**config.mk**
```make
export PLATFORM = sky130hd
export DESIGN_NAME = lrk_ctrl
export DESIGN_NICKNAME = d
export VERILOG_FILES = /design/src/lrk_pkg.sv /design/src/lrk_ctrl.sv
export SDC_FILE = /design/constraint.sdc
export NUM_CORES = 1
export LEC_CHECK = 0
export ABC_AREA = 1
export BUFFER_PORTS_ARGS = -buffer_cell sky130_fd_sc_hd__buf_2
export CORE_MARGIN = 2
export CORE_UTILIZATION = 32
export DETAILED_ROUTE_END_ITERATION = 7
export GPL_TIMING_DRIVEN = 0
export PLACE_DENSITY = 0.51
export REMOVE_ABC_BUFFERS = 1
export SETUP_SLACK_MARGIN = 0.5
export SYNTH_ARGS = -nofsm -noshare
export SYNTH_HDL_FRONTEND = slang
export SYNTH_SLANG_ARGS = --single-unit
```
**constraint.sdc**
```tcl
create_clock -name clk -period 4.28 [get_ports clk]
set_input_delay 0.856 -clock clk [delete_from_list [all_inputs] [get_ports clk]]
set_output_delay 0.856 -clock clk [all_outputs]
set_load 0.02 [all_outputs]
```
**src/lrk_pkg.sv**
```systemverilog
`timescale 1ns / 1ps
package lrk_pkg;

  typedef enum logic [3:0] {
    K_NOP, K_FX, K_FY, K_XY, K_BZ, K_SX, K_SY, K_SZ,
    K_GX, K_GY, K_GZ, K_DX, K_DY, K_DZ, K_END
  } op_kind_t;

  typedef struct packed {
    op_kind_t kind;
    logic     half;
    logic     dbl;
  } op_t;

  localparam int PROG_LEN = 35;
  localparam int PC_BITS  = 6;

  localparam op_t PROG [PROG_LEN] = '{
    '{K_FX, 1'b0, 1'b0}, '{K_FY, 1'b0, 1'b0}, '{K_XY, 1'b0, 1'b0}, '{K_BZ, 1'b0, 1'b0},
    '{K_SX, 1'b1, 1'b0}, '{K_SY, 1'b1, 1'b0}, '{K_SZ, 1'b1, 1'b0}, '{K_NOP, 1'b0, 1'b0},
    '{K_FX, 1'b0, 1'b1}, '{K_FY, 1'b0, 1'b1}, '{K_XY, 1'b0, 1'b1}, '{K_BZ, 1'b0, 1'b1},
    '{K_SX, 1'b1, 1'b1}, '{K_SY, 1'b1, 1'b1}, '{K_SZ, 1'b1, 1'b1}, '{K_NOP, 1'b0, 1'b0},
    '{K_FX, 1'b0, 1'b1}, '{K_FY, 1'b0, 1'b1}, '{K_XY, 1'b0, 1'b1}, '{K_BZ, 1'b0, 1'b1},
    '{K_SX, 1'b0, 1'b1}, '{K_SY, 1'b0, 1'b1}, '{K_SZ, 1'b0, 1'b1}, '{K_NOP, 1'b0, 1'b0},
    '{K_FX, 1'b0, 1'b0}, '{K_FY, 1'b0, 1'b0}, '{K_XY, 1'b0, 1'b0}, '{K_BZ, 1'b0, 1'b0},
    '{K_GX, 1'b0, 1'b0}, '{K_GY, 1'b0, 1'b0}, '{K_GZ, 1'b0, 1'b0},
    '{K_DX, 1'b0, 1'b0}, '{K_DY, 1'b0, 1'b0}, '{K_DZ, 1'b0, 1'b0},
    '{K_END, 1'b0, 1'b0}
  };

  typedef enum logic [1:0] {S_IDLE, S_RUN, S_DIVWAIT, S_FIN} state_t;

  localparam int CFG_IDX_BITS = 3;
  typedef enum logic [CFG_IDX_BITS-1:0] {
    REG_STEP_SIZE, REG_SIGMA, REG_RHO, REG_BETA, REG_START_X, REG_START_Y, REG_START_Z
  } reg_idx_t;

  // product magnitude limit and rounded product width
  localparam int LIM_SHIFT = 60;
  localparam int QW        = 62;

  // divide by three, one digit per cycle
  localparam int DIV_BITS  = 60;
  localparam int DIG_BITS  = 6;
  localparam int DIG_COUNT = 10;
  localparam int CNT_BITS  = 4;
  localparam int RCP       = 171;
  localparam int RCP_BITS  = 8;
  localparam int RCP_SH    = 9;

  typedef struct packed {
    logic accept;
    logic restart;
    op_t  op;
    logic div_start;
    logic pos_wr;
    logic load_out;
  } cmd_t;

  typedef struct packed {
    logic div_busy;
  } status_t;

endpackage

```
**src/lrk_ctrl.sv**
```systemverilog
`timescale 1ns / 1ps
module lrk_ctrl (
  input  logic             clk,
  input  logic             rst,
  input  logic             req_valid,
  input  logic             req_restart,
  output logic             req_ready,
  output logic             rsp_valid,
  input  logic             rsp_ready,
  output lrk_pkg::cmd_t    cmd,
  input  lrk_pkg::status_t status
);
  lrk_pkg::state_t                state, state_next;
  logic [lrk_pkg::PC_BITS-1:0]    pc, pc_next;
  logic                           out_valid, out_valid_next;
  lrk_pkg::op_t                   cur;

  always_ff @(posedge clk) begin
    if (rst) begin
      state     <= lrk_pkg::S_IDLE;
      pc        <= '0;
      out_valid <= 1'b0;
    end else begin
      state     <= state_next;
      pc        <= pc_next;
      out_valid <= out_valid_next;
    end
  end

  always_comb begin
    state_next     = state;
    pc_next        = pc;
    out_valid_next = out_valid;
    cmd            = '0;
    req_ready      = 1'b0;
    cur            = lrk_pkg::PROG[pc];
    if (out_valid && rsp_ready) begin
      out_valid_next = 1'b0;
    end
    case (state)
      lrk_pkg::S_IDLE: begin
        req_ready = 1'b1;
        if (req_valid) begin
          cmd.accept  = 1'b1;
          cmd.restart = req_restart;
          pc_next     = '0;
          state_next  = req_restart ? lrk_pkg::S_FIN : lrk_pkg::S_RUN;
        end
      end
      lrk_pkg::S_RUN: begin
        cmd.op = cur;
        case (cur.kind)
          lrk_pkg::K_DX, lrk_pkg::K_DY, lrk_pkg::K_DZ: begin
            cmd.div_start = 1'b1;
            state_next    = lrk_pkg::S_DIVWAIT;
          end
          lrk_pkg::K_END: begin
            state_next = lrk_pkg::S_FIN;
          end
          default: begin
            pc_next = pc + 1'b1;
          end
        endcase
      end
      lrk_pkg::S_DIVWAIT: begin
        cmd.op = cur;
        if (!status.div_busy) begin
          cmd.pos_wr = 1'b1;
          pc_next    = pc + 1'b1;
          state_next = lrk_pkg::S_RUN;
        end
      end
      lrk_pkg::S_FIN: begin
        if (!out_valid || rsp_ready) begin
          cmd.load_out   = 1'b1;
          out_valid_next = 1'b1;
          state_next     = lrk_pkg::S_IDLE;
        end
      end
      default: begin
        state_next = lrk_pkg::S_IDLE;
      end
    endcase
  end

  assign rsp_valid = out_valid;

  a_div_starts: assert property (@(posedge clk) disable iff (rst)
    cmd.div_start |=> status.div_busy)
    else $error("divider not busy after start");

  a_restart_skips: assert property (@(posedge clk) disable iff (rst)
    (cmd.accept && cmd.restart) |=> state == lrk_pkg::S_FIN)
    else $error("restart transaction did not go straight to output");

  a_divwait_op: assert property (@(posedge clk) disable iff (rst)
    state == lrk_pkg::S_DIVWAIT |-> (cur.kind == lrk_pkg::K_DX ||
      cur.kind == lrk_pkg::K_DY || cur.kind == lrk_pkg::K_DZ))
    else $error("divide wait on a non-divide step");

endmodule

```
==> metrics.md, run 1 <==
| Metric | Value |
|---|---|
| HPWL Detailed | 1721 microns |
| Overall Global Routing Usage | 0.1285 |
| RSZ-0062 raised after global routing | false |
| Syn-to-layout area delta | 14.88% |
| Critical path, cell by cell | ha_1, ha_1, nand3_1, nand2_1, nor2_4, nor2_2, inv_1, nand2_4, nand2_8, inv_1, buf_2 |
| Reg2reg start | pc[0]$_SDFFE_PP0P_ |
| Die width | 58.73 microns |
| Number of flops mapped to enable cells by yosys | 0 |
| Largest net degree at the start of global routing | 12 |
| CP Class | reg -> out |
| Die Y | 58.73 microns |
| Final Skew | 5.943 ps |
| Final WL | 2124 microns |
| Fraction of registers with async set/reset | 0 |
| DR vias | 966 |
| Flops & latches, synth | 9 |
| CTS tree | done |
| Hold Path Class | reg -> reg |
| R2R setup slack | 2310 ps |
| Top FF cell, synth | dfxtp_1 |
| Placement row count | 19 |
| CP endpoint | cmd[2] |
| Post-DRT Antenna Nets | 0 |
| Final core occ | 0.3925 |
| Worst-margin pin slew | 354.3 ps |
| Synth Area in Simple Gates | 0.4582 |
| Critical Path End Type | primary output |
| Fraction of the mapped netlist area in adder cells | 0.1305 |
| # DRC | 1 |
| CTS max path bufs | 2 |
| CP peak stage delay | 510 ps |
| Full die area | 3449 sq um |
| Drt pass-1 iters | 6 |
| Avg Vias per Cell | 4.712 |
| Final hold slack | 497.6 ps |
| Drt initial violations | 28 |
| Main combinational cell family by area after synthesis | simple AND/OR/NAND/NOR gates |
| Slowest cell on the critical path | dfxtp_1 |
| Slew Limit Fails | 0 |
| Failing checks | design-rule violations |
| Post-synthesis mux area share | 0 |
| Post_cts resized | 0 |
| Synth Area in XOR/XNOR | 0.01828 |
| Clock sinks | 9 |
| Core box area | 2805 sq um |
| # setup viols final | 0 |
| WP data arrival | 2070 ps |
| Final TNS setup | 0 ps |
| Layout cells sized above 1 | 0.2356 |
| Max FO, Critical Path | 9 |
| Crit path from | pc[0]$_SDFFE_PP0P_ |
| CTS Hold Bufs | 0 |
| Synth unique cells | 26 |
| Grt total ovfl | 0 |
| Buf/Inv on CP | 3 |
| Final Hold Fails | 0 |
| Slew HR | 0.7635 |
| # H-tree levels | 1 |
| Status | complete, but fails checks |
| Power per cell area | 634.5 nW/um^2 |
| Initial core utilization | 0.3417 |
| Yosys warnings | 0 |
| LEAKAGE | 0.5837 nW |
| Maximum VDD drop | 0.0002023 V |
| Max Cap Viol | 0 |
| # Post-CTS Setup Buffers | 0 |
| Synth Cell Area | 958.4 sq um |
| Worst Path Required | 3420 ps |
| Fmax | 341.3 MHz |
| Largest delay share family, worst path | simple AND/OR/NAND/NOR gates |
| Initial antenna violation count | 0 |
| WL/cell | 10.36 microns |
| Clk_lat worst skew | 260 ps |
| First-pass GRT wire length | 3484 microns |
| Antenna Cells | 0 |
| Fin crit share | 0.6846 |
| Avg Inst Size Synth | 6.183 sq um |
| IO Pins | 19 |
| Reg-to-reg critical path endpoint | pc[1]$_SDFFE_PP0P_ |
| Gate Count Post-Synth | 155 |
| Port bufs | 18 |
| Global placer's final weighted congestion | 0.7624 |
| Area fraction in compound gates after synthesis | 0.09399 |
| Tmin final | 2930 ps |
| Clock root cell | clkbuf_4 |
| NumNets Final | 191 |
| FF-to-FF path depth | 13 |
| Cts bufs inserted | 3 |
| Vias in the first global route | 836 |
| Sequential-to-total area share from yosys stat | 0.1880 |
| Crit. path cell count | 11 |
| Clock Pin Slew Worst Setup and Hold Paths | 60 ps |
| Element type at the critical path start | flip-flop |
## per-stage QoR
stage                     worst slack (ps)  cell area, sq um  instances  power (W)
after detailed placement              1640              1075        201  0.0006385
after global placement                1646              1075        201  0.0006351
final                                 1350              1101        205  0.0006986
after global routing                  1155              1101        205  0.0007782
after floorplan                       1840             945.9        152  0.0005167
after CTS                             1343              1101        205  0.0007069
## flip-flops by register name (all words and copies together), names as in the netlist
name / count
pc: 6
state: 2
rsp_valid: 1
## worst min path at each step
stage               slack (ps)            startpoint  cells after the start                   end
finish                     500  rsp_valid$_SDFF_PP0_                      2  rsp_valid$_SDFF_PP0_
global route               530  rsp_valid$_SDFF_PP0_                      2  rsp_valid$_SDFF_PP0_
CTS                        490  rsp_valid$_SDFF_PP0_                      2  rsp_valid$_SDFF_PP0_
detailed placement         490  rsp_valid$_SDFF_PP0_                      2  rsp_valid$_SDFF_PP0_
global placement           470  rsp_valid$_SDFF_PP0_                      2  rsp_valid$_SDFF_PP0_
floorplan                  480    pc[5]$_SDFFE_PP0P_                      2    pc[5]$_SDFFE_PP0P_
## cell type report
class	instances	area (sq um)
clock buffers	4	26.28
flip-flops and latches	9	180.2
repair buffers	18	90.09
well taps	31	38.79
multi-input cells	118	671.9
inverters	25	93.84
fillers	326	1704
## logic make-up after synthesis
logic type      count (synthesis)
simple gates                   91
xor+xnor                        2
buf+inv                        28
compound gates                 15
flops                           9
fa+ha+maj                      10
## tightest hold or removal path, cell delays in order (launching register included)
cell and delay, ps:
dfxtp_1 310, nand2_1 80, a21oi_1 60
## cell usage in the layout (no fill, tap or decap)
| cell type | Yosys | layout |
|---|---|---|
| nand2_8 | 1 | 1 |
| inv_2 | 2 | 2 |
| nand3_1 | 16 | 16 |
| buf_2 | 1 | 18 |
| nand2_4 | 2 | 2 |
| xor2_1 | 2 | 2 |
| nand3_2 | 1 | 1 |
| nand2_1 | 35 | 35 |
| inv_1 | 22 | 22 |
| nor2_1 | 22 | 22 |
| nor2_4 | 1 | 1 |
| a31oi_1 | 1 | 1 |
| nor2_2 | 6 | 6 |
| a21oi_1 | 6 | 6 |
| dfxtp_1 | 9 | 9 |
| clkinv_1 | 1 | 1 |
| clkbuf_1 | 2 | 1 |
| nand3b_1 | 1 | 1 |
| nand2_2 | 3 | 3 |
| nor3_1 | 1 | 1 |
| o21ai_0 | 4 | 4 |
| a21oi_2 | 3 | 3 |
| ha_1 | 10 | 10 |
| or2_2 | 1 | 1 |
| clkbuf_4 | 0 | 3 |
| nor4_1 | 1 | 1 |
| a211oi_1 | 1 | 1 |
## where the power goes
part / total, W / leakage, nW / internal (W) / switching, W
combinational: 0.000475 / 0.495 / 0.000158 / 0.000316
clock: 0.0000655 / 0.0150 / 0.0000359 / 0.0000296
sequential: 0.000159 / 0.0737 / 0.000112 / 0.0000470
## metal layers
layer | global-route usage | vias to the layer above | part of all wire
met5 | 0 | - | 0
met4 | 0.03896 | 0 | 0.0028
met3 | 0.01319 | 2 | 0.036
met2 | 0.2095 | 18 | 0.46
met1 | 0.1783 | 425 | 0.50
li1 | - | 521 | -
## cell usage after synthesis (2+ instances only)
library cell | instances | area share
nand2_1 | 35 | 0.14
inv_1 | 22 | 0.086
nor2_1 | 22 | 0.086
nand3_1 | 16 | 0.084
ha_1 | 10 | 0.13
dfxtp_1 | 9 | 0.19
a21oi_1 | 6 | 0.031
nor2_2 | 6 | 0.039
o21ai_0 | 4 | 0.021
a21oi_2 | 3 | 0.027
nand2_2 | 3 | 0.020
clkbuf_1 | 2 | 0.0078
inv_2 | 2 | 0.0078
nand2_4 | 2 | 0.023
xor2_1 | 2 | 0.018
Note: power is estimated with default switching activity, not from simulation.
==> inputs of run 2 (changes only) <==
Clock period 4.28 ns to 2.7 ns, I/O delays scaled along.
==> metrics.md, run 2 (synthesized netlist as in run 1, its figures left out) <==
| Metric | Value |
|---|---|
| Status | complete, but fails checks |
| Failing checks | design-rule violations |
| CP endpoint | cmd[2] |
| Full die area | 3449 sq um (unchanged) |
| Worst hold start | rsp_valid$_SDFF_PP0_ |
| Initial core utilization | 0.3417 (unchanged) |
| R2R setup slack | 830 ps (-1480 ps) |
| Clock Pin Slew Worst Setup and Hold Paths | 60 ps (about the same) |
| Met2 WL | 1243 microns (+28%) |
| Initial antenna violation count | 0 (unchanged) |
| Post-DRT Antenna Nets | 0 (unchanged) |
| Port bufs | 18 (unchanged) |
| Overall Global Routing Usage | 0.1440 (+0.01544) |
| CTS max path bufs | 2 (unchanged) |
| Drt pass-1 iters | 6 (unchanged) |
| Layout cells sized above 1 | 0.4130 (+0.1774) |
| First-pass GRT wire length | 3877 microns (+11%) |
| Largest delay share family, worst path | simple AND/OR/NAND/NOR gates |
| Final WL | 2487 microns (+17%) |
| Clock sinks | 9 (unchanged) |
| Reg-to-reg critical path endpoint | pc[2]$_SDFFE_PP0P_ |
| # H-tree levels | 1 (unchanged) |
| CTS tree | done |
| Clk_lat worst skew | 260 ps (about the same) |
| Critical Path End Type | primary output |
| Commonest cells after routing, fill and taps aside | 32 x nand2_1, 20 x nor2_1, 17 x inv_1 |
| Wl on met1 | 1162 microns (+8.6%) |
| Syn-to-layout area delta | 36.42% |
| Avg Vias per Cell | 4.814 (+2.2%) |
| IO Pins | 19 (unchanged) |
| Final std cell area, no fill | 1308 sq um (+19%) |
| Die width | 58.73 microns (unchanged) |
| Placement row count | 19 (unchanged) |
| Global placer's final weighted congestion | 0.7624 (unchanged) |
| Slew HR | 0.7795 (+0.01595) |
| Worst Path Required | 2160 ps (-1260 ps) |
| RSZ-0062 raised after global routing | true |
| Placed cell count | 201 (unchanged) |
| CTS Hold Bufs | 0 (unchanged) |
| Crit. path cell count | 11 (unchanged) |
| Cts bufs inserted | 3 (unchanged) |
| Slowest cell on the critical path | dfxtp_4 |
| Crit path from | pc[1]$_SDFFE_PP0P_ |
| NumNets Final | 201 (+5.2%) |
| Final Skew | 4.600 ps (-1.343 ps) |
| Final TNS setup | 0 ps (unchanged) |
| Antenna Cells | 0 (unchanged) |
| Maximum VDD drop | 0.0003722 V (+84%) |
| Vias in the first global route | 932 (+11%) |
| Buf/Inv on CP | 3 (unchanged) |
| Non-filler cells, final | 215 (+4.9%) |
| # setup viols final | 0 (unchanged) |
| Clock root cell | clkbuf_4 |
| Hold Path Class | reg -> reg |
| Drt initial violations | 19 (-32%) |
| Critical path, cell by cell | ha_4, ha_4, nand3_4, nand2_2, nor2_4, nor2_4, inv_2, nand2_4, nand2_8, inv_2, buf_6 |
| Tmin final | 2206 ps |
| DP Area | 1075 sq um (unchanged) |
| Commonest non-fill, non-tap cell in the layout | nand2_1 |
| Met3 WL | 74 microns (-2.6%) |
| FF-to-FF path depth | 14 (+1) |
| Element type at the critical path start | flip-flop |
| Final Hold Fails | 0 (unchanged) |
| Worst-margin pin slew | 330.8 ps (-23.54 ps) |
| DR vias | 1035 (+7.1%) |
| DR top layer | met4 |
| Slew Limit Fails | 0 (unchanged) |
| Max Cap Viol | 0 (unchanged) |
| WL/cell | 11.57 microns (+12%) |
| Reg2reg start | pc[1]$_SDFFE_PP0P_ |
| WP data arrival | 1670 ps (-400 ps) |
| CP Class | reg -> out |
| Fin crit share | 0.8171 |
| Power per cell area | 1021 nW/um^2 (+61%) |
| Max FO, Critical Path | 6 (-3) |
| CP peak stage delay | 380 ps (-130 ps) |
| Fmax | 453.3 MHz |
| # DRC | 1 (unchanged) |
| LEAKAGE | 0.6395 nW (+9.6%) |
| Largest net degree at the start of global routing | 12 (unchanged) |
| Die Y | 58.73 microns (unchanged) |
| Core box area | 2805 sq um (unchanged) |
| Grt total ovfl | 0 (unchanged) |
| Largest Register | pc |
| HPWL Detailed | 1721 microns (unchanged) |
| Max FFs per register | 6 (unchanged) |
run 2: worst min path at each step:
stage / endpoint / slack, ps / cells after the start
2_1_floorplan: pc[5]$_SDFFE_PP0P_ / 480 / 2
3_3_place_gp: rsp_valid$_SDFF_PP0_ / 470 / 2
3_5_place_dp: rsp_valid$_SDFF_PP0_ / 490 / 2
4_1_cts: rsp_valid$_SDFF_PP0_ / 490 / 2
5_1_grt: rsp_valid$_SDFF_PP0_ / 530 / 2
6_report: rsp_valid$_SDFF_PP0_ / 500 / 2
run 2: worst register-to-register path, cell delays in order, from the launching register on:
cell and delay [ps]:
dfxtp_4 380, ha_4 180, ha_4 160, nand3_4 90
nand3_2 90, nor2_4 130, nand2_2 70, nand2_4 90
nand2_8 50, buf_4 130, buf_4 160, nand2_4 100
nand2_1 50, nand2_1 50, nor2_1 30
run 2: power breakdown:
group | total [W] | internal [W] | switching, W
clock | 0.000105 | 0.0000570 | 0.0000480
combinational | 0.000945 | 0.000365 | 0.000580
sequential | 0.000284 | 0.000195 | 0.0000896
run 2: final cells by class:
| type | count | area, sq um |
|---|---|---|
| flip-flops and latches | 9 | 196.4 |
| well taps | 31 | 38.79 |
| repair buffers | 28 | 177.7 |
| fillers | 303 | 1498 |
| inverters | 25 | 101.3 |
| clock buffers | 4 | 26.28 |
| multi-input cells | 118 | 767.0 |
run 2: what timing repair did:
action                                  CTS  global route
endpoints found under the setup margin    6             5
endpoints found under the hold margin     0             0
setup buffers                             8             2
resized for setup                        26            15
pin swaps                                 9            11
run 2: routing by layer:
layer | GRT usage | vias up
met2 | 0.2444 | 15
met4 | 0.03896 | 0
met1 | 0.1944 | 477
li1 | - | 541
met5 | 0 | -
met3 | 0.01319 | 2
run 2: per-stage QoR:
step	hold slack [ps]	utilization	setup slack (ps)	total power [W]
6_report	497.7	0.4661	493.8	0.001334
5_1_grt	526.0	0.4661	420.3	0.001460
4_1_cts	494.9	0.4447	458.0	0.001267
3_5_place_dp	485.4	0.3831	375.7	0.001012
3_3_place_gp	469.4	0.3831	381.9	0.001007
2_1_floorplan	479.0	-	576.4	0.0008191
